<file path="config.mk">
export PLATFORM = sky130hd
export DESIGN_NAME = segmented_audio_ring_buffer_flat
export DESIGN_NICKNAME = d
export VERILOG_FILES = /design/src/rtl/core/sarb_pkg.sv /design/src/rtl/core/sarb_if.sv /design/src/rtl/core/segmented_audio_ring_buffer.sv /design/src/flat_wrapper.sv
export SDC_FILE = /design/constraint.sdc
export NUM_CORES = 1
export LEC_CHECK = 0
export ABC_AREA = 1
export BUFFER_PORTS_ARGS = -buffer_cell sky130_fd_sc_hd__buf_2
export CORE_ASPECT_RATIO = 1.25
export CORE_MARGIN = 1
export CORE_UTILIZATION = 40
export CTS_BUF_LIST = sky130_fd_sc_hd__clkbuf_2
export CTS_CLUSTER_DIAMETER = 100
export DETAILED_ROUTE_END_ITERATION = 8
export SLEW_MARGIN = 20
export SYNTH_ARGS = -nofsm -noshare
export SYNTH_HDL_FRONTEND = slang
export SYNTH_SLANG_ARGS = --single-unit
</file>
<file path="constraint.sdc">
create_clock -name clk -period 4.3 [get_ports clk]
set_clock_uncertainty 0.05 [all_clocks]
set_input_delay 0.43 -clock clk [delete_from_list [all_inputs] [get_ports clk]]
set_output_delay 0.43 -clock clk [all_outputs]
set_load 0.05 [all_outputs]
</file>
<file path="src/rtl/core/sarb_pkg.sv">
// Shared types and codes for the segmented audio ring buffer.
package sarb_pkg;

  // Request operation codes
  typedef enum logic {
    OP_WRITE   = 1'b0,
    OP_ADVANCE = 1'b1
  } op_t;

  // Configuration register indexes
  typedef enum logic {
    CFG_SEGMENT_BYTES = 1'b0,
    CFG_SEGMENT_COUNT = 1'b1
  } cfg_idx_t;

  localparam int CFG_DATA_W   = 9;
  localparam int SEG_BYTES_W  = 9;
  localparam int SEG_COUNT_W  = 7;
  localparam int ADVANCE_W    = 7;
  localparam int SEG_IDX_OUT_W = 6;
  localparam int FILL_OUT_W   = 8;

  // Input request: one byte write or one play advance
  typedef struct packed {
    op_t                  op;
    logic [7:0]           data_byte;
    logic                 last_byte;
    logic [ADVANCE_W-1:0] advance;
  } in_item_t;

  // Result for one request
  typedef struct packed {
    logic                     accepted;
    logic                     full_res;
    logic                     underrun;
    logic                     segment_done;
    logic                     write_complete;
    logic [SEG_IDX_OUT_W-1:0] play_segment;
    logic [SEG_IDX_OUT_W-1:0] write_segment;
    logic [FILL_OUT_W-1:0]    fill_count;
  } out_item_t;

  // Configuration write request
  typedef struct packed {
    cfg_idx_t              index;
    logic [CFG_DATA_W-1:0] data;
  } cfg_item_t;

endpackage

</file>
<file path="src/rtl/core/sarb_if.sv">
// Valid/ready channel interfaces for the ring buffer's request, result and config ports.
interface sarb_in_if;
  import sarb_pkg::*;
  logic     valid;
  logic     ready;
  in_item_t payload;
  modport source (output valid, output payload, input ready);
  modport sink   (input valid, input payload, output ready);
endinterface

interface sarb_out_if;
  import sarb_pkg::*;
  logic      valid;
  logic      ready;
  out_item_t payload;
  modport source (output valid, output payload, input ready);
  modport sink   (input valid, input payload, output ready);
endinterface

interface sarb_cfg_if;
  import sarb_pkg::*;
  logic      valid;
  logic      ready;
  cfg_item_t payload;
  modport source (output valid, output payload, input ready);
  modport sink   (input valid, input payload, output ready);
endinterface

</file>
<file path="src/rtl/core/segmented_audio_ring_buffer.sv">
// Segmented byte ring buffer with play advance and underrun recovery.
//
//   port     dir  payload                                   request taken when
//   in_req   in   op, data_byte, last_byte, advance         valid & ready
//   out_rsp  out  flags, play/write segment, fill count     valid & ready
//   cfg_wr   in   register index, write data                valid & ready (ready always 1)
//
// A write request sends the byte to the store and registers the result.
// An advance computes (play + advance) mod segment_count, one quotient bit per cycle,
// in the shared remainder unit. A segment wrap past a reduced count uses it too.
// Reset is synchronous; the byte store is not cleared (no clearing pass, it is never read).
// Requests are taken in ST_IDLE while the result register is empty or drains the same cycle.
module segmented_audio_ring_buffer #(
  parameter int MAX_SEGMENTS      = 64,
  parameter int MAX_SEGMENT_BYTES = 256
) (
  input  logic         clk,
  input  logic         rst_n,
  sarb_in_if.sink      in_req,
  sarb_out_if.source   out_rsp,
  sarb_cfg_if.sink     cfg_wr
);
  import sarb_pkg::*;

  localparam int DEPTH   = MAX_SEGMENTS * MAX_SEGMENT_BYTES;
  localparam int ADDR_W  = (DEPTH > 1) ? $clog2(DEPTH) : 1;
  localparam int IDX_W   = $clog2(MAX_SEGMENTS);
  localparam int CNT_W   = $clog2(MAX_SEGMENTS + 1);
  localparam int SEGB_W  = $clog2(MAX_SEGMENT_BYTES + 1);
  localparam int FILL_W  = (MAX_SEGMENT_BYTES > 1) ? $clog2(MAX_SEGMENT_BYTES) : 1;
  localparam int DIV_W   = $clog2(MAX_SEGMENTS + (1 << ADVANCE_W));
  localparam int STEP_W  = $clog2(DIV_W);

  // Sequencer states
  typedef enum logic [1:0] {
    ST_IDLE = 2'b01,
    ST_MOD  = 2'b10
  } state_t;

  state_t state_r, state_nxt;

  logic [SEG_BYTES_W-1:0] seg_bytes_r;
  logic [SEG_COUNT_W-1:0] seg_count_r;

  logic [IDX_W-1:0]  play_r, play_nxt;
  logic [IDX_W-1:0]  write_r, write_nxt;
  logic [FILL_W-1:0] fill_r, fill_nxt;

  // Remainder unit
  logic [DIV_W-1:0]  div_r, div_nxt;
  logic [CNT_W-1:0]  rem_r, rem_nxt;
  logic [STEP_W-1:0] step_r, step_nxt;
  logic              mod_adv_r, mod_adv_nxt;
  logic              mod_last_r, mod_last_nxt;

  logic      out_valid_r, out_valid_nxt;
  out_item_t out_data_r, out_data_nxt;
  logic      out_load;

  logic [7:0] store_mem [DEPTH];
  logic              mem_we;
  logic [ADDR_W-1:0] wr_addr;

  logic [SEGB_W-1:0] seg_eff;
  logic [CNT_W-1:0]  cnt_eff;
  logic              in_ready, in_fire, cfg_fire;
  logic [FILL_W:0]   fill_inc;
  logic              seg_full;
  logic [IDX_W:0]    wr_inc;
  logic [CNT_W:0]    trial;
  logic              trial_fits;
  logic [CNT_W-1:0]  rem_step;
  logic [IDX_W-1:0]  mod_res;
  logic [IDX_W:0]    play_inc;
  logic              f_acc, f_full, f_under, f_done, f_wcomp;

  // Effective configuration after clamping
  always_comb begin
    if (seg_bytes_r == '0) begin
      seg_eff = SEGB_W'(1);
    end else if (32'(seg_bytes_r) > 32'(MAX_SEGMENT_BYTES)) begin
      seg_eff = SEGB_W'(MAX_SEGMENT_BYTES);
    end else begin
      seg_eff = SEGB_W'(seg_bytes_r);
    end
    if (seg_count_r < SEG_COUNT_W'(2)) begin
      cnt_eff = CNT_W'(2);
    end else if (32'(seg_count_r) > 32'(MAX_SEGMENTS)) begin
      cnt_eff = CNT_W'(MAX_SEGMENTS);
    end else begin
      cnt_eff = CNT_W'(seg_count_r);
    end
  end

  assign in_ready = (state_r == ST_IDLE) && (!out_valid_r || out_rsp.ready);
  assign in_fire  = in_req.valid && in_ready;
  assign cfg_fire = cfg_wr.valid;

  // Write-side arithmetic
  assign fill_inc = {1'b0, fill_r} + (FILL_W + 1)'(1);
  assign seg_full = 32'(fill_inc) >= 32'(seg_eff);
  assign wr_inc   = {1'b0, write_r} + (IDX_W + 1)'(1);
  assign wr_addr  = ADDR_W'(ADDR_W'(write_r) * ADDR_W'(seg_eff)) + ADDR_W'(fill_r);

  // One restoring remainder step per cycle, dividend MSB first
  assign trial      = {rem_r, div_r[DIV_W-1]};
  assign trial_fits = trial >= {1'b0, cnt_eff};
  assign rem_step   = trial_fits ? CNT_W'(trial - {1'b0, cnt_eff}) : CNT_W'(trial);
  assign mod_res    = IDX_W'(rem_step);
  assign play_inc   = {1'b0, mod_res} + (IDX_W + 1)'(1);

  // Sequencer and state update
  always_comb begin
    state_nxt    = state_r;
    play_nxt     = play_r;
    write_nxt    = write_r;
    fill_nxt     = fill_r;
    div_nxt      = div_r;
    rem_nxt      = rem_r;
    step_nxt     = step_r;
    mod_adv_nxt  = mod_adv_r;
    mod_last_nxt = mod_last_r;
    mem_we       = 1'b0;
    out_load     = 1'b0;
    f_acc        = 1'b0;
    f_full       = 1'b0;
    f_under      = 1'b0;
    f_done       = 1'b0;
    f_wcomp      = 1'b0;

    unique case (state_r)
      ST_IDLE: begin
        if (in_fire) begin
          if (in_req.payload.op == OP_WRITE) begin
            if (write_r == play_r) begin
              // Ring full: refuse, state unchanged
              f_full   = 1'b1;
              out_load = 1'b1;
            end else begin
              mem_we  = 1'b1;
              f_acc   = 1'b1;
              f_wcomp = in_req.payload.last_byte;
              if (seg_full) begin
                fill_nxt = '0;
                f_done   = 1'b1;
                if (32'(wr_inc) < 32'(cnt_eff)) begin
                  write_nxt = IDX_W'(wr_inc);
                  out_load  = 1'b1;
                end else if (32'(wr_inc) == 32'(cnt_eff)) begin
                  write_nxt = '0;
                  out_load  = 1'b1;
                end else begin
                  // Count shrunk below the write index: take the long wrap
                  state_nxt    = ST_MOD;
                  div_nxt      = DIV_W'(wr_inc);
                  rem_nxt      = '0;
                  step_nxt     = STEP_W'(DIV_W - 1);
                  mod_adv_nxt  = 1'b0;
                  mod_last_nxt = in_req.payload.last_byte;
                end
              end else begin
                fill_nxt = fill_inc[FILL_W-1:0];
                out_load = 1'b1;
              end
            end
          end else begin
            state_nxt    = ST_MOD;
            div_nxt      = DIV_W'(play_r) + DIV_W'(in_req.payload.advance);
            rem_nxt      = '0;
            step_nxt     = STEP_W'(DIV_W - 1);
            mod_adv_nxt  = 1'b1;
            mod_last_nxt = 1'b0;
          end
        end
      end
      ST_MOD: begin
        rem_nxt  = rem_step;
        div_nxt  = div_r << 1;
        step_nxt = step_r - STEP_W'(1);
        if (step_r == '0) begin
          state_nxt = ST_IDLE;
          out_load  = 1'b1;
          f_acc     = 1'b1;
          if (mod_adv_r) begin
            play_nxt = mod_res;
            if (mod_res == write_r) begin
              // Underrun: restart writing just past play
              f_under   = 1'b1;
              fill_nxt  = '0;
              write_nxt = (32'(play_inc) == 32'(cnt_eff)) ? '0 : IDX_W'(play_inc);
            end
          end else begin
            write_nxt = mod_res;
            f_done    = 1'b1;
            f_wcomp   = mod_last_r;
          end
        end
      end
      default: begin
        state_nxt = ST_IDLE;
      end
    endcase
  end

  // Result register
  always_comb begin
    out_data_nxt.accepted       = f_acc;
    out_data_nxt.full_res       = f_full;
    out_data_nxt.underrun       = f_under;
    out_data_nxt.segment_done   = f_done;
    out_data_nxt.write_complete = f_wcomp;
    out_data_nxt.play_segment   = SEG_IDX_OUT_W'(play_nxt);
    out_data_nxt.write_segment  = SEG_IDX_OUT_W'(write_nxt);
    out_data_nxt.fill_count     = FILL_OUT_W'(fill_nxt);
    if (out_load) begin
      out_valid_nxt = 1'b1;
    end else begin
      out_valid_nxt = out_valid_r && !out_rsp.ready;
    end
  end

  // Control registers
  always_ff @(posedge clk) begin
    if (!rst_n) begin
      state_r     <= ST_IDLE;
      play_r      <= '0;
      write_r     <= IDX_W'(1);
      fill_r      <= '0;
      out_valid_r <= 1'b0;
      seg_bytes_r <= SEG_BYTES_W'(256);
      seg_count_r <= SEG_COUNT_W'(64);
    end else begin
      state_r     <= state_nxt;
      play_r      <= play_nxt;
      write_r     <= write_nxt;
      fill_r      <= fill_nxt;
      out_valid_r <= out_valid_nxt;
      if (cfg_fire) begin
        unique case (cfg_wr.payload.index)
          CFG_SEGMENT_BYTES: seg_bytes_r <= cfg_wr.payload.data;
          CFG_SEGMENT_COUNT: seg_count_r <= cfg_wr.payload.data[SEG_COUNT_W-1:0];
        endcase
      end
    end
  end

  // Datapath registers
  always_ff @(posedge clk) begin
    div_r      <= div_nxt;
    rem_r      <= rem_nxt;
    step_r     <= step_nxt;
    mod_adv_r  <= mod_adv_nxt;
    mod_last_r <= mod_last_nxt;
    if (out_load) begin
      out_data_r <= out_data_nxt;
    end
  end

  // Byte store, write only
  always_ff @(posedge clk) begin
    if (mem_we) begin
      store_mem[wr_addr] <= in_req.payload.data_byte;
    end
  end

  assign in_req.ready    = in_ready;
  assign out_rsp.valid   = out_valid_r;
  assign out_rsp.payload = out_data_r;
  assign cfg_wr.ready    = 1'b1;

endmodule
</file>
<file path="src/flat_wrapper.sv">
// flat-port wrapper written by rule: the top's interface ports become plain ports
module segmented_audio_ring_buffer_flat import sarb_pkg::*;
#(
  parameter int MAX_SEGMENTS      = 64,
  parameter int MAX_SEGMENT_BYTES = 256
)
  (clk, rst_n, in_req_valid, in_req_payload, in_req_ready, out_rsp_valid, out_rsp_payload, out_rsp_ready, cfg_wr_valid, cfg_wr_payload, cfg_wr_ready);
  sarb_in_if in_req_i ();
  sarb_out_if out_rsp_i ();
  sarb_cfg_if cfg_wr_i ();
  input  logic clk;
  input  logic rst_n;
  input wire logic [$bits(in_req_i.valid)-1:0] in_req_valid;
  input wire logic [$bits(in_req_i.payload)-1:0] in_req_payload;
  output wire logic [$bits(in_req_i.ready)-1:0] in_req_ready;
  output wire logic [$bits(out_rsp_i.valid)-1:0] out_rsp_valid;
  output wire logic [$bits(out_rsp_i.payload)-1:0] out_rsp_payload;
  input wire logic [$bits(out_rsp_i.ready)-1:0] out_rsp_ready;
  input wire logic [$bits(cfg_wr_i.valid)-1:0] cfg_wr_valid;
  input wire logic [$bits(cfg_wr_i.payload)-1:0] cfg_wr_payload;
  output wire logic [$bits(cfg_wr_i.ready)-1:0] cfg_wr_ready;
  assign in_req_i.valid = in_req_valid;
  assign in_req_i.payload = in_req_payload;
  assign in_req_ready = in_req_i.ready;
  assign out_rsp_valid = out_rsp_i.valid;
  assign out_rsp_payload = out_rsp_i.payload;
  assign out_rsp_i.ready = out_rsp_ready;
  assign cfg_wr_i.valid = cfg_wr_valid;
  assign cfg_wr_i.payload = cfg_wr_payload;
  assign cfg_wr_ready = cfg_wr_i.ready;
  segmented_audio_ring_buffer #(.MAX_SEGMENTS(MAX_SEGMENTS), .MAX_SEGMENT_BYTES(MAX_SEGMENT_BYTES)) u_core (.clk(clk), .rst_n(rst_n), .in_req(in_req_i), .out_rsp(out_rsp_i), .cfg_wr(cfg_wr_i));
endmodule
</file>
# Yosys cells after proc, flatten, opt, wreduce, memory -nomap -nowiden
# Index checks and enable logic that the tools add are counted.
# word_totals
ff_bits	84
out_inout_bits	28
wordCells	159
# classes
n_addsub	6
magnitude_cmp	6
eq_ne	15
n_mux	92
bitwise	3
n_reduce_logical	17
# op_table
operator	n
2-to-1 mux 8 bit	13
2-to-1 mux 6 bit	13
2-to-1 mux 7 bit	9
2-to-1 mux 1 bit	32
one-hot mux 8 bit (2 select lines)	2
2-to-1 mux 3 bit	6
2-to-1 mux 9 bit	2
AND reduction 6 bit	3
adder 6 x 1 -> 7 bit (second input constant)	2
== test 7 bit	2
2-to-1 mux 2 bit	7
one-hot mux 7 bit (2 select lines)	1
== test 6 bit	2
one-hot mux 6 bit (2 select lines)	1
adder 8 x 1 -> 9 bit (second input constant)	1
greater-or-equal comparator 9 bit	1
greater-than comparator 9 bit (second input constant)	1
zero test 9 bit	1
inequality test 3 bit (second input constant)	3
adder 6 x 7 -> 8 bit	1
greater-or-equal comparator 8 x 7 -> 1 bit	1
one-hot mux 1 bit (2 select lines)	4
greater-than comparator 7 bit (second input constant)	1
< comparator 7 x 2 -> 1 bit (second input constant)	1
other kinds (19)	29

# Longest topological paths before layout
# Gate-level depths: netlist of the first run.
# logic_depth
ltp_word	12
mapped_depth	30

# Worst setup path after synthesis of the first run
# Ideal clock, no wire load.
# synth_timing
path_type	register to register
from	register u_core.fill_r[0]
to	register u_core.div_r[0], enable pin
t_arrival_ns	3.323
setup_slack_ns	0.528
stages_incl_launch_ff	14
path_buffers	0
synth_period_minus_slack_ns	3.772
path_cell_list	dfxtp_1 > ha_1 > nand3_1 > nor3b_1 > xor2_1 > inv_1 > ha_1 > nand4_1 > or3b_2 > nand4_1 > nand3_1 > nand2_1 > nor2_1 > a21oi_1
# synth_via
elab_chain_len	4
# synth_rtl
item	line_no	rtl
start: declaration	segmented_audio_ring_buffer.sv:47	logic [FILL_W-1:0] fill_r, fill_nxt;
start signal: assignment	segmented_audio_ring_buffer.sv:236	fill_r <= fill_nxt;
adder 8 x 1 -> 9 bit	segmented_audio_ring_buffer.sv:100	assign fill_inc = {1'b0, fill_r} + (FILL_W + 1)'(1);
greater-or-equal comparator 9 bit	segmented_audio_ring_buffer.sv:101	assign seg_full = 32'(fill_inc) >= 32'(seg_eff);
inequality test 3 x 2 -> 1 bit (no source line)	-	
AND reduction 6 bit (no source line)	-	
end signal: assignment	segmented_audio_ring_buffer.sv:249	div_r <= div_nxt;
end: declaration	segmented_audio_ring_buffer.sv:50	logic [DIV_W-1:0] div_r, div_nxt;
# Every way passes these cells.
# A chain may end at the register's enable or synchronous reset.

# Worst setup path after layout of the first run
# layout_timing
from	register u_core.seg_count_r[2]
to	register u_core.out_data_r (netlist bit u_core.out_rsp.payload[9]), data pin
# layout_via
elab_chain_len	12
# layout_rtl
item	line_no	rtl
start: declaration	segmented_audio_ring_buffer.sv:43	logic [SEG_COUNT_W-1:0] seg_count_r;
start signal: assignment	segmented_audio_ring_buffer.sv:241	CFG_SEGMENT_COUNT: seg_count_r <= cfg_wr.payload.data[SEG_COUNT_W-1:0];
greater-than comparator 7 bit	segmented_audio_ring_buffer.sv:88	end else if (32'(seg_count_r) > 32'(MAX_SEGMENTS)) begin
2-to-1 mux 7 bit	segmented_audio_ring_buffer.sv:88	
2-to-1 mux 7 bit (*)	segmented_audio_ring_buffer.sv:86	if (seg_count_r < SEG_COUNT_W'(2)) begin
subtractor 7 bit / greater-or-equal comparator 8 x 7 -> 1 bit (equally long branches)	segmented_audio_ring_buffer.sv:108, segmented_audio_ring_buffer.sv:107	
2-to-1 mux 7 bit (*)	segmented_audio_ring_buffer.sv:108	assign rem_step = trial_fits ? CNT_W'(trial - {1'b0, cnt_eff}) : CNT_W'(trial);
net u_core.rem_step[1]	segmented_audio_ring_buffer.sv:72	logic [CNT_W-1:0] rem_step;
adder 6 x 1 -> 7 bit	segmented_audio_ring_buffer.sv:110	assign play_inc = {1'b0, mod_res} + (IDX_W + 1)'(1);
== test 7 bit	segmented_audio_ring_buffer.sv:190	write_nxt = (32'(play_inc) == 32'(cnt_eff)) ? '0 : IDX_W'(play_inc);
2-to-1 mux 6 bit	segmented_audio_ring_buffer.sv:190	
2-to-1 mux 6 bit	segmented_audio_ring_buffer.sv:186	if (mod_res == write_r) begin
2-to-1 mux 6 bit (*)	segmented_audio_ring_buffer.sv:184	if (mod_adv_r) begin
2-to-1 mux 6 bit (*)	segmented_audio_ring_buffer.sv:180	if (step_r == '0) begin
one-hot mux 6 bit (2 select lines) (*)	segmented_audio_ring_buffer.sv:131	unique case (state_r)
net u_core.write_nxt[1]	segmented_audio_ring_buffer.sv:46	logic [IDX_W-1:0] write_r, write_nxt;
end signal: assignment	segmented_audio_ring_buffer.sv:255	out_data_r <= out_data_nxt;
end: declaration	segmented_audio_ring_buffer.sv:57	out_item_t out_data_r, out_data_nxt;
# Mark *: on every way through the listed nets, which the timed path passes. The rest lies on a longest branch.

==> metrics, run 1 <==
status completed; Sink Count between 80 and 90; CTS Root Cell clkbuf_2; chip height approximately 130 um; count of warnings emitted by yosys 0; fmax 254.2 MHz; placed cell count 980; port bufs 50; GR Util met2 a little over a third; Most Crowded Layer GR met2; Initial Utilization 40.92%; Clk pin slew, worst setup/hold paths between 200 and 300 ps; Worst IR Drop VDD 0.3210 mV; routing usage on met3 approximately 3.9%; EDFF count, synth 45; Post-Synthesis Cells ~770; per-cell routed wire length roughly 14 um; hold crit path type in -> reg; Area Overhead vs Synth 10.60%; Tmin final 3934 ps; Crit Path Class reg -> reg; post-synth top area share between 20% and 30%; vias in the first global route 4995; worst-margin pin slew about 660 ps; Residual DRC 0; layout cells sized above 1 between 10% and 20%; CTS max path bufs 2; Inserted Diodes 0; Detail Placement HPWL roughly 11 mm; slowest stage delay, CP 450 ps; first-pass GRT wire length 23.38 mm; Die W 108.3 um; Worst EP arrival between 4000 and 5000 ps; Hold WS approximately 48 ps; Pins Over Slew Limit 0; htree depth 3; grt total ovfl 0; most numerous cell in the Yosys netlist nand2_1; cell area after synthesis approximately 5700 um^2; Layout fillers between 1000 and 1500; full die area approximately 15000 um^2; register area ~2100 um^2; Synth area leader edfxtp_1; Crit. End Element flip-flop; final hold violations 0; slowest stage cell, crit path ha_2; DR iter-0 viols between 300 and 400; Post-Syn Area per Cell ~7.4 um^2; RD Place Congestion 0.8804; TNS Setup 0 ps; fin util 45.26%; Power Dens Cells about 570 nW/um^2; num rows 48; non-filler cells, final 1000; overall routing resource usage around a fifth; Post-synth top flop edfxtp_1; Slew HR between 50% and 60%; met1 GRT Util approximately a quarter; ratio of final minimum period to clock period 91.50%; final setup vio count 0; Place WS about 350 ps; top cells by area, synth edfxtp_1 24%, dfxtp_1 14%, nand2_1 13%; #FFs+latches synth 84; final worst setup slack about 370 ps; core box area between 10000 and 15000 um^2; multi-input logic area 2997 um^2; Post-CTS Setup Bufs 0; Leak Pwr a little over 0.003 uW; drt total wl between 10 and 15 mm; antenna violations before repair 0; RSZ-0062 raised after global routing no; largest net degree at the start of global routing 21; WP data required 4610 ps; Vias/cell about 5; Final nets 890; clk_lat worst skew 570 ps; cts bufs inserted 9; FFs w/ async S/R, synth 0%; Commonest cells post-synth 192 x nand2_1, 108 x inv_1, 78 x nor2_1; crit start category flip-flop; IO Count 60; maxcap violations 0; CP Max Fanout 9; Most Frequent Cell on Critical Path nand2_1; Post-Syn Nets 838; first drt pass iteration count 5; count of cell types in the netlist 47; CTS tree built; remaining antenna violation count 0; Seq/Total Area, Yosys 37.72%; DR vias between 5000 and 6000
==> layout by cell type, fill, tap and decap left out, types with 2 or more instances in the layout <==
| cell type | netlist | layout |
|---|---|---|
| nand2_1 | 192 | 192 |
| inv_1 | 108 | 108 |
| nor2_1 | 78 | 78 |
| a21oi_1 | 51 | 51 |
| buf_2 | 4 | 50 |
| nand3_1 | 47 | 47 |
| edfxtp_1 | 45 | 45 |
| dfxtp_1 | 39 | 39 |
| o21ai_0 | 35 | 35 |
| ha_1 | 36 | 35 |
| nand4_1 | 17 | 17 |
| xor2_1 | 12 | 12 |
| nand2_2 | 12 | 12 |
| o211ai_1 | 10 | 10 |
| clkbuf_2 | 0 | 10 |
| buf_4 | 2 | 7 |
| nor2_2 | 6 | 6 |
| nand2_4 | 6 | 6 |
| nor3_1 | 5 | 5 |
| xnor2_1 | 5 | 5 |
| nand3b_1 | 4 | 4 |
| a31oi_1 | 4 | 4 |
| dlygate4sd3_1 | 0 | 4 |
| nand3_2 | 3 | 3 |
| inv_2 | 3 | 3 |
| o21a_1 | 3 | 3 |
| and3_1 | 2 | 2 |
| or2_2 | 2 | 2 |
| or3b_2 | 2 | 2 |
| o2111ai_1 | 2 | 2 |
| fa_1 | 2 | 2 |
| inv_6 | 0 | 2 |
==> worst max-delay path: cells and delay by family, from the launching register on <==
kind | cells | cell delay, ps
compound gates | 1 | 240
xor+xnor | 1 | 160
fa+ha+maj | 2 | 750
buf+inv | 2 | 150
flops | 1 | 390
simple gates | 20 | 1960
==> report_power, final <==
part,switching [uW],internal [uW],total [uW]
Sequential,110,1070,1180
Clock,301,144,445
Combinational,1340,577,1920
Total,1750,1790,3540
==> per-stage QoR <==
stage | cell area, um^2 | total power, uW
2_1_floorplan | 5653 | 2634
3_3_place_gp | 6088 | 3093
3_5_place_dp | 6088 | 3104
4_1_cts | 6250 | 3556
5_1_grt | 6252 | 3832
6_report | 6252 | 3536
==> what timing repair did <==
action / in CTS / in global routing
gates resized for setup: 0 / 1
setup endpoints to repair: 0 / 3
hold buffers: 4 / 0
hold endpoints to repair: 4 / 0
==> layout make-up <==
cell class,count,area share (%)
clock inverter,6,1.141
sequential,84,34.10
timing repair buffer,62,5.803
inverter,112,6.724
clock buffer,10,0.8005
multi-input combinational,551,47.93
tap,175,3.502
==> per-layer routing <==
metal  vias up  share of wire, %  routed length, um
met5         -                 0                  0
met4         0               2.7                379
met3        28               4.8                674
met2       119                49               6896
met1      2289                43               6108
li1       2613                 -                  -
==> cell families after synthesis <==
| kind of cell | synth area share (%) |
|---|---|
| AND/OR/NAND/NOR | 30.23 |
| buffers and inverters | 9.318 |
| AO/OA/AOI/OAI | 11.35 |
| flip-flops | 37.72 |
| adder cells (fa/ha/maj) | 8.676 |
| XOR/XNOR | 2.634 |
| other | 0.06634 |
==> registers in the layout, summed over array words and instances (netlist names) <==
signal,cells
u_core.play_r,6
u_core.seg_count_r,7
u_core.div_r,8
u_core.mod_last_r,1
u_core.out_rsp.payload,25
u_core.fill_r,8
u_core.write_r,6
u_core.step_r,3
u_core.mod_adv_r,1
u_core.state_r,2
u_core.out_rsp.valid,1
u_core.seg_bytes_r,9
u_core.rem_r,7
==> final timing paths <==
check / start / to / slack [ps] / depth (start not counted)
setup / recovery: u_core.seg_count_r[2] / u_core.out_rsp.payload[9] / 370 / 26
hold / removal: cfg_wr_payload[4] / u_core.seg_bytes_r[4] / 50 / 3
setup reg to reg: u_core.seg_count_r[2] / u_core.out_rsp.payload[9] / 370 / 26
hold reg to reg: u_core.seg_count_r[4] / u_core.seg_count_r[4] / 430 / 2
No activity file was read; power rests on OpenSTA's default activity.
==> run 2: changes to the inputs <==
- RECOVER_POWER: default -> 50
==> metrics, run 2 (same netlist as run 1, synthesis figures left out) <==
P_sw 1737 uW (-0.65%); largest net degree at the start of global routing 21 (unchanged); Die W 108.3 um (unchanged); Sink Count 84 (unchanged); worst-margin pin slew 841.0 ps (+179.4 ps); Area Overhead vs Synth 9.230%; critical-path cell list nor2_1 -> nand4_1 -> o21ai_0 -> nand2_1 -> ha_1 -> nand2_1 -> nor2_2 -> nand3_1 -> nand3_2 -> nand2_1 -> nand2_1 -> clkbuf_1 -> inv_2 -> nand2_1 -> nand4_1 -> nor2_2 -> nand3_1 -> nand2_1 -> nand3_1 -> nand2_1 -> nand2_1; Power Dens Cells 564.8 nW/um^2 (-0.13%); per-cell routed wire length 14.06 um (about the same); WP data required 4580 ps (-30 ps); num rows 48 (unchanged); Vias/cell 5.019 (-0.59%); htree depth 3 (unchanged); hold crit path type in -> reg; Sw Share 49.81% (+0.36 points); fmax 252.3 MHz (-0.75%); slowest stage delay, CP 410 ps (-40 ps); Post-CTS Setup Bufs 0 (unchanged); Worst EP arrival 4240 ps (about the same); non-filler cells, final 1000 (unchanged); port bufs 50 (unchanged); overall routing resource usage 20.51% (unchanged); maxcap violations 0 (unchanged); grt total ovfl 0 (unchanged); placed cell count 980 (unchanged); hold path depth 3 (unchanged); slowest stage cell, crit path ha_1; Initial Utilization 40.92% (unchanged); Pins Over Slew Limit 0 (unchanged); core box area 13810 um^2 (unchanged); Place WS 353.0 ps (unchanged); Crit Path Class reg -> reg; TNS Setup 0 ps (unchanged); RD Place Congestion 0.8804 (unchanged); Crit. End Element flip-flop; DR vias 5019 (-0.59%); Leak Pwr 0.002930 uW (-3.5%); drt total wl 14.06 mm (about the same); CTS max path bufs 2 (unchanged); CP Depth 21 (-19%); Slew HR 43.93% (-12 points); first-pass GRT wire length 23.38 mm (unchanged); Most Frequent Cell on Critical Path nand2_1; number of flip-flops in the largest register 25 (unchanged); Clk pin slew, worst setup/hold paths 250 ps (about the same); final worst setup slack 335.7 ps (-29.81 ps); internal power 1750 uW (-2.1%); worst r2r src u_core.seg_count_r[2]; multi-input logic area 2972 um^2 (-0.83%); HP Start cfg_wr_payload[6]; first drt pass iteration count 5 (unchanged); final setup vio count 0 (unchanged); ratio of final minimum period to clock period 92.19% (+0.69 points); Crit Reg-Reg Endpoint u_core.out_rsp.payload[5]; layout cells sized above 1 8.848% (-5.0 points); R2R Setup Slk 340 ps (-30 ps); status completed; antenna violations before repair 0 (unchanged); Worst Hold End u_core.seg_count_r[6]; most frequent cells in the layout 198 x nand2_1, 109 x inv_1, 78 x nor2_1, 51 x a21oi_1, 47 x nand3_1; cts bufs inserted 9 (unchanged); DR iter-0 viols 340 (+6.3%); Layout fillers 1497 (+1.7%); Final Power 3487 uW (-1.4%); final hold violations 0 (unchanged); delay-heaviest family, CP simple AND/OR/NAND/NOR gates; CTS Root Cell clkbuf_2; CP Max Fanout 7 (-2); Gate power share 53.4% (-0.8 points); RSZ-0062 raised after global routing no; Worst IR Drop VDD 0.3104 mV (-3.3%); clock share of power 12.8% (+0.2 points); Buf/Inv on CP 2 (unchanged); Inserted Diodes 0 (unchanged); crit start category flip-flop; remaining antenna violation count 0 (unchanged); Detail Placement HPWL 10.95 mm (unchanged); register area 2132 um^2 (unchanged); CTS tree built; worst r2r path cells 21 (-19%); Residual DRC 0 (unchanged); chip height 134.9 um (unchanged); most common cell after layout, fill and taps aside nand2_1; Tmin final 3964 ps (+29.81 ps); full die area 14610 um^2 (unchanged); Flop pwr share 33.8% (+0.6 points); clk_lat worst skew 570 ps (about the same); IO Count 60 (unchanged); Final nets 890 (unchanged); vias in the first global route 4995 (unchanged); fin util 44.70% (-0.56 points)
[run 2: changes by cell type in the layout (fill, tap and decap cells not counted)]
cell      delta
inv_1        +1
and2_0       +1
clkbuf_1    +34
nand2_1      +6
and2_1       -1
buf_2       -30
inv_2        -1
buf_4        -4
nand2_2      -4
nand2_4      -2
[run 2: through the flow]
step                      cell area, um^2  hold WS (ps)
after floorplan                      5653         394.3
after global placement               6088         406.8
after detailed placement             6088         408.5
after CTS                            6250         7.222
after global routing                 6175         4.158
final                                6175         44.18
[run 2: worst max path at each step]
stage | from | end | slack [ps]
4_1_cts | u_core.seg_count_r[2] | u_core.out_rsp.payload[9] | 330
2_1_floorplan | u_core.fill_r[0] | u_core.div_r[0] | 530
3_5_place_dp | u_core.seg_count_r[2] | u_core.out_rsp.payload[9] | 350
3_3_place_gp | u_core.seg_count_r[2] | u_core.out_rsp.payload[9] | 420
6_report | u_core.seg_count_r[2] | u_core.out_rsp.payload[5] | 340
5_1_grt | u_core.seg_count_r[2] | u_core.out_rsp.payload[13] | 20
[run 2: per-layer routing]
layer	up-vias	global-route usage [%]	wire (um)
li1	2607	-	-
met1	2266	24.70	6096
met2	115	35.56	6868
met3	31	3.861	702
met4	0	8.408	391
met5	-	0	0
[run 2: power by group through the flow]
| stage | logic (uW) | clock network, uW | registers [uW] |
|---|---|---|---|
| global route | 2090 | 492 | 1200 |
| finish | 1860 | 446 | 1180 |
| global placement | 1900 | 0 | 1190 |
| floorplan | 1300 | 0 | 1340 |
| detailed placement | 1910 | 0 | 1190 |
| CTS | 1920 | 460 | 1180 |
[run 2: timing repair]
action                                  in CTS  in global routing
hold buffers                                 4                  0
resized for setup                            0                  1
endpoints found under the setup margin       0                  3
hold endpoints to repair                     4                  0
[run 2: tightest hold or removal path, stage by stage]
cell	delay (ps)
buf_2	100
nand2_1	50
o211ai_1	70
[run 2: final cells by class]
| cell class | count | area share, % |
|---|---|---|
| tap | 175 | 3.546 |
| sequential | 84 | 34.53 |
| timing repair buffer | 62 | 5.025 |
| clock buffer | 10 | 0.8105 |
| clock inverter | 6 | 1.155 |
| inverter | 112 | 6.809 |
| multi-input combinational | 551 | 48.13 |
==> run 3: changes to the inputs <==
- CORE_ASPECT_RATIO: 1.25 -> default
==> metrics, run 3 (same netlist as run 1, synthesis figures left out) <==
TNS Setup 0 ps (unchanged); Residual DRC 0 (unchanged); layout cells sized above 1 9.246% (+0.40 points); final hold violations 0 (unchanged); port bufs 50 (unchanged); WL met2 6.620 mm (-3.6%); fmax 255.6 MHz (+1.3%); R2R Setup Slk 390 ps (+50 ps); Worst EP arrival 4190 ps (-50 ps); DR iter-0 viols 331 (-2.6%); Die W 120.9 um (+12%); HP Start cfg_wr_payload[7]; Clk pin slew, worst setup/hold paths 210 ps (-40 ps); Tmin final 3912 ps (-51.99 ps); clk_lat worst skew 570 ps (about the same); Initial Utilization 40.88% (about the same); Worst IR Drop VDD 0.3672 mV (+18%); worst r2r src u_core.seg_count_r[2]; grt total ovfl 0 (unchanged); worst-margin pin slew 1036 ps (+195.3 ps); RSZ-0062 raised after global routing no; Pins Over Slew Limit 0 (unchanged); Vias/cell 5.032 (+0.26%); WP data required 4580 ps (about the same); Power Dens Cells 576.2 nW/um^2 (+2.0%); hold crit path type in -> reg; IO Count 60 (unchanged); per-cell routed wire length 14.03 um (-0.19%); non-filler cells, final 1002 (+0.20%); num rows 43 (-10%); number of flip-flops in the largest register 25 (unchanged); ratio of final minimum period to clock period 90.98% (-1.2 points); first drt pass iteration count 5 (unchanged); crit start category flip-flop; Post-CTS Setup Bufs 0 (unchanged); RD Place Congestion 0.8499 (-3.5%); fin util 44.81% (+0.11 points); Area Overhead vs Synth 9.606%; Inserted Diodes 0 (unchanged); metal3 WL 543 um (-23%); Worst Hold End u_core.seg_bytes_r[7]; DR vias 5042 (+0.46%); remaining antenna violation count 0 (unchanged); core box area 13830 um^2 (about the same); CTS max path bufs 2 (unchanged); vias in the first global route 4616 (-7.6%); antenna violations before repair 0 (unchanged); hold path depth 3 (unchanged); most common cell after layout, fill and taps aside nand2_1; largest net degree at the start of global routing 25 (+19%); maxcap violations 0 (unchanged); Crit Reg-Reg Endpoint u_core.out_rsp.payload[7]; first-pass GRT wire length 22.80 mm (-2.5%); worst r2r path cells 19 (-9.5%); Crit. End Element flip-flop; final setup vio count 0 (unchanged); Detail Placement HPWL 10.86 mm (-0.79%); chip height 120.9 um (-10%); Hold WS 38.98 ps (-5.202 ps); Slew HR 30.91% (-13 points); drt total wl 14.06 mm (about the same); status completed; CTS Root Cell clkbuf_2; CTS tree built; Leak Pwr 0.002946 uW (+0.56%); cts bufs inserted 9 (unchanged); full die area 14610 um^2 (about the same); most frequent cells in the layout 197 x nand2_1, 110 x inv_1, 78 x nor2_1, 51 x a21oi_1, 46 x nand3_1; htree depth 3 (unchanged); Final nets 887 (-0.34%); overall routing resource usage 20.02% (-0.49 points); placed cell count 985 (+0.51%); Crit Path Class reg -> reg; max layer used met4; Sink Count 84 (unchanged); CP Max Fanout 8 (+1); met1 wire length 6.788 mm (+11%)
## run 3: changes by cell type in the layout (fill, tap and decap cells not counted), sizes merged
cell         previous run  this run
bufinv                  1         3
dlygate4sd3             4         1
inv                   114       112
buf                    24        26
clkbuf                 44        42
## run 3: stage by stage
step | total power (uW) | setup WS, ps | instance area (um^2)
after CTS | 3620 | 356.2 | 6254
after floorplan | 2634 | 528.4 | 5653
final | 3570 | 387.7 | 6196
after global routing | 3838 | 24.68 | 6196
after detailed placement | 3082 | 380.2 | 6082
after global placement | 3072 | 415.9 | 6082
## run 3: layout make-up
cell class | count | area [um^2]
repair buffers | 59 | 272.8
flip-flops and latches | 84 | 2132
clock buffers | 10 | 50.05
inverters | 112 | 420.4
clock inverters | 6 | 111.4
multi-input cells | 551 | 2984
well taps | 180 | 225.2
fillers | 1472 | 7631
## run 3: worst max path at each step
stage / start / endpoint / slack, ps / cells after the start
final: u_core.seg_count_r[2] / u_core.out_rsp.payload[7] / 390 / 19
after global routing: u_core.seg_count_r[2] / u_core.out_rsp.payload[9] / 20 / 25
after CTS: u_core.seg_count_r[2] / u_core.out_rsp.payload[10] / 360 / 26
after detailed placement: u_core.seg_count_r[2] / u_core.out_rsp.payload[10] / 380 / 26
after global placement: u_core.seg_count_r[2] / u_core.out_rsp.payload[10] / 420 / 26
after floorplan: u_core.fill_r[0] / u_core.div_r[0] / 530 / 13
## run 3: worst max-delay path: stages (launching register included)
cell,delay [ps]
dfxtp_1,370
nor2_1,80
nand4_1,130
o21ai_0,230
nand2_1,210
ha_1,420
nand2_1,100
nor2_2,210
nand3_1,110
nand3_2,160
buf_4,200
nand2_1,80
nand2_1,280
nand2_1,120
a21oi_2,180
nand3_1,230
nand2_1,160
nand3_1,170
nand2_1,130
nand2_1,80
## run 3: power breakdown
| group | switching, uW | total, uW | internal, uW |
|---|---|---|---|
| clock | 282 | 536 | 254 |
| combinational | 1320 | 1860 | 536 |
| sequential | 108 | 1170 | 1070 |
| total | 1710 | 3570 | 1860 |
## run 3: routing by layer
metal	vias up	track usage (%)
li1	2615	-
met1	2317	27.01
met2	103	33.79
met3	7	3.055
met4	0	4.167
met5	-	0
## run 3: repair_timing
action,4_1_cts,5_1_grt
endpoints found under the hold margin,1,0
hold buffers,1,0
setup endpoints to repair,0,6
gates resized for setup,0,3
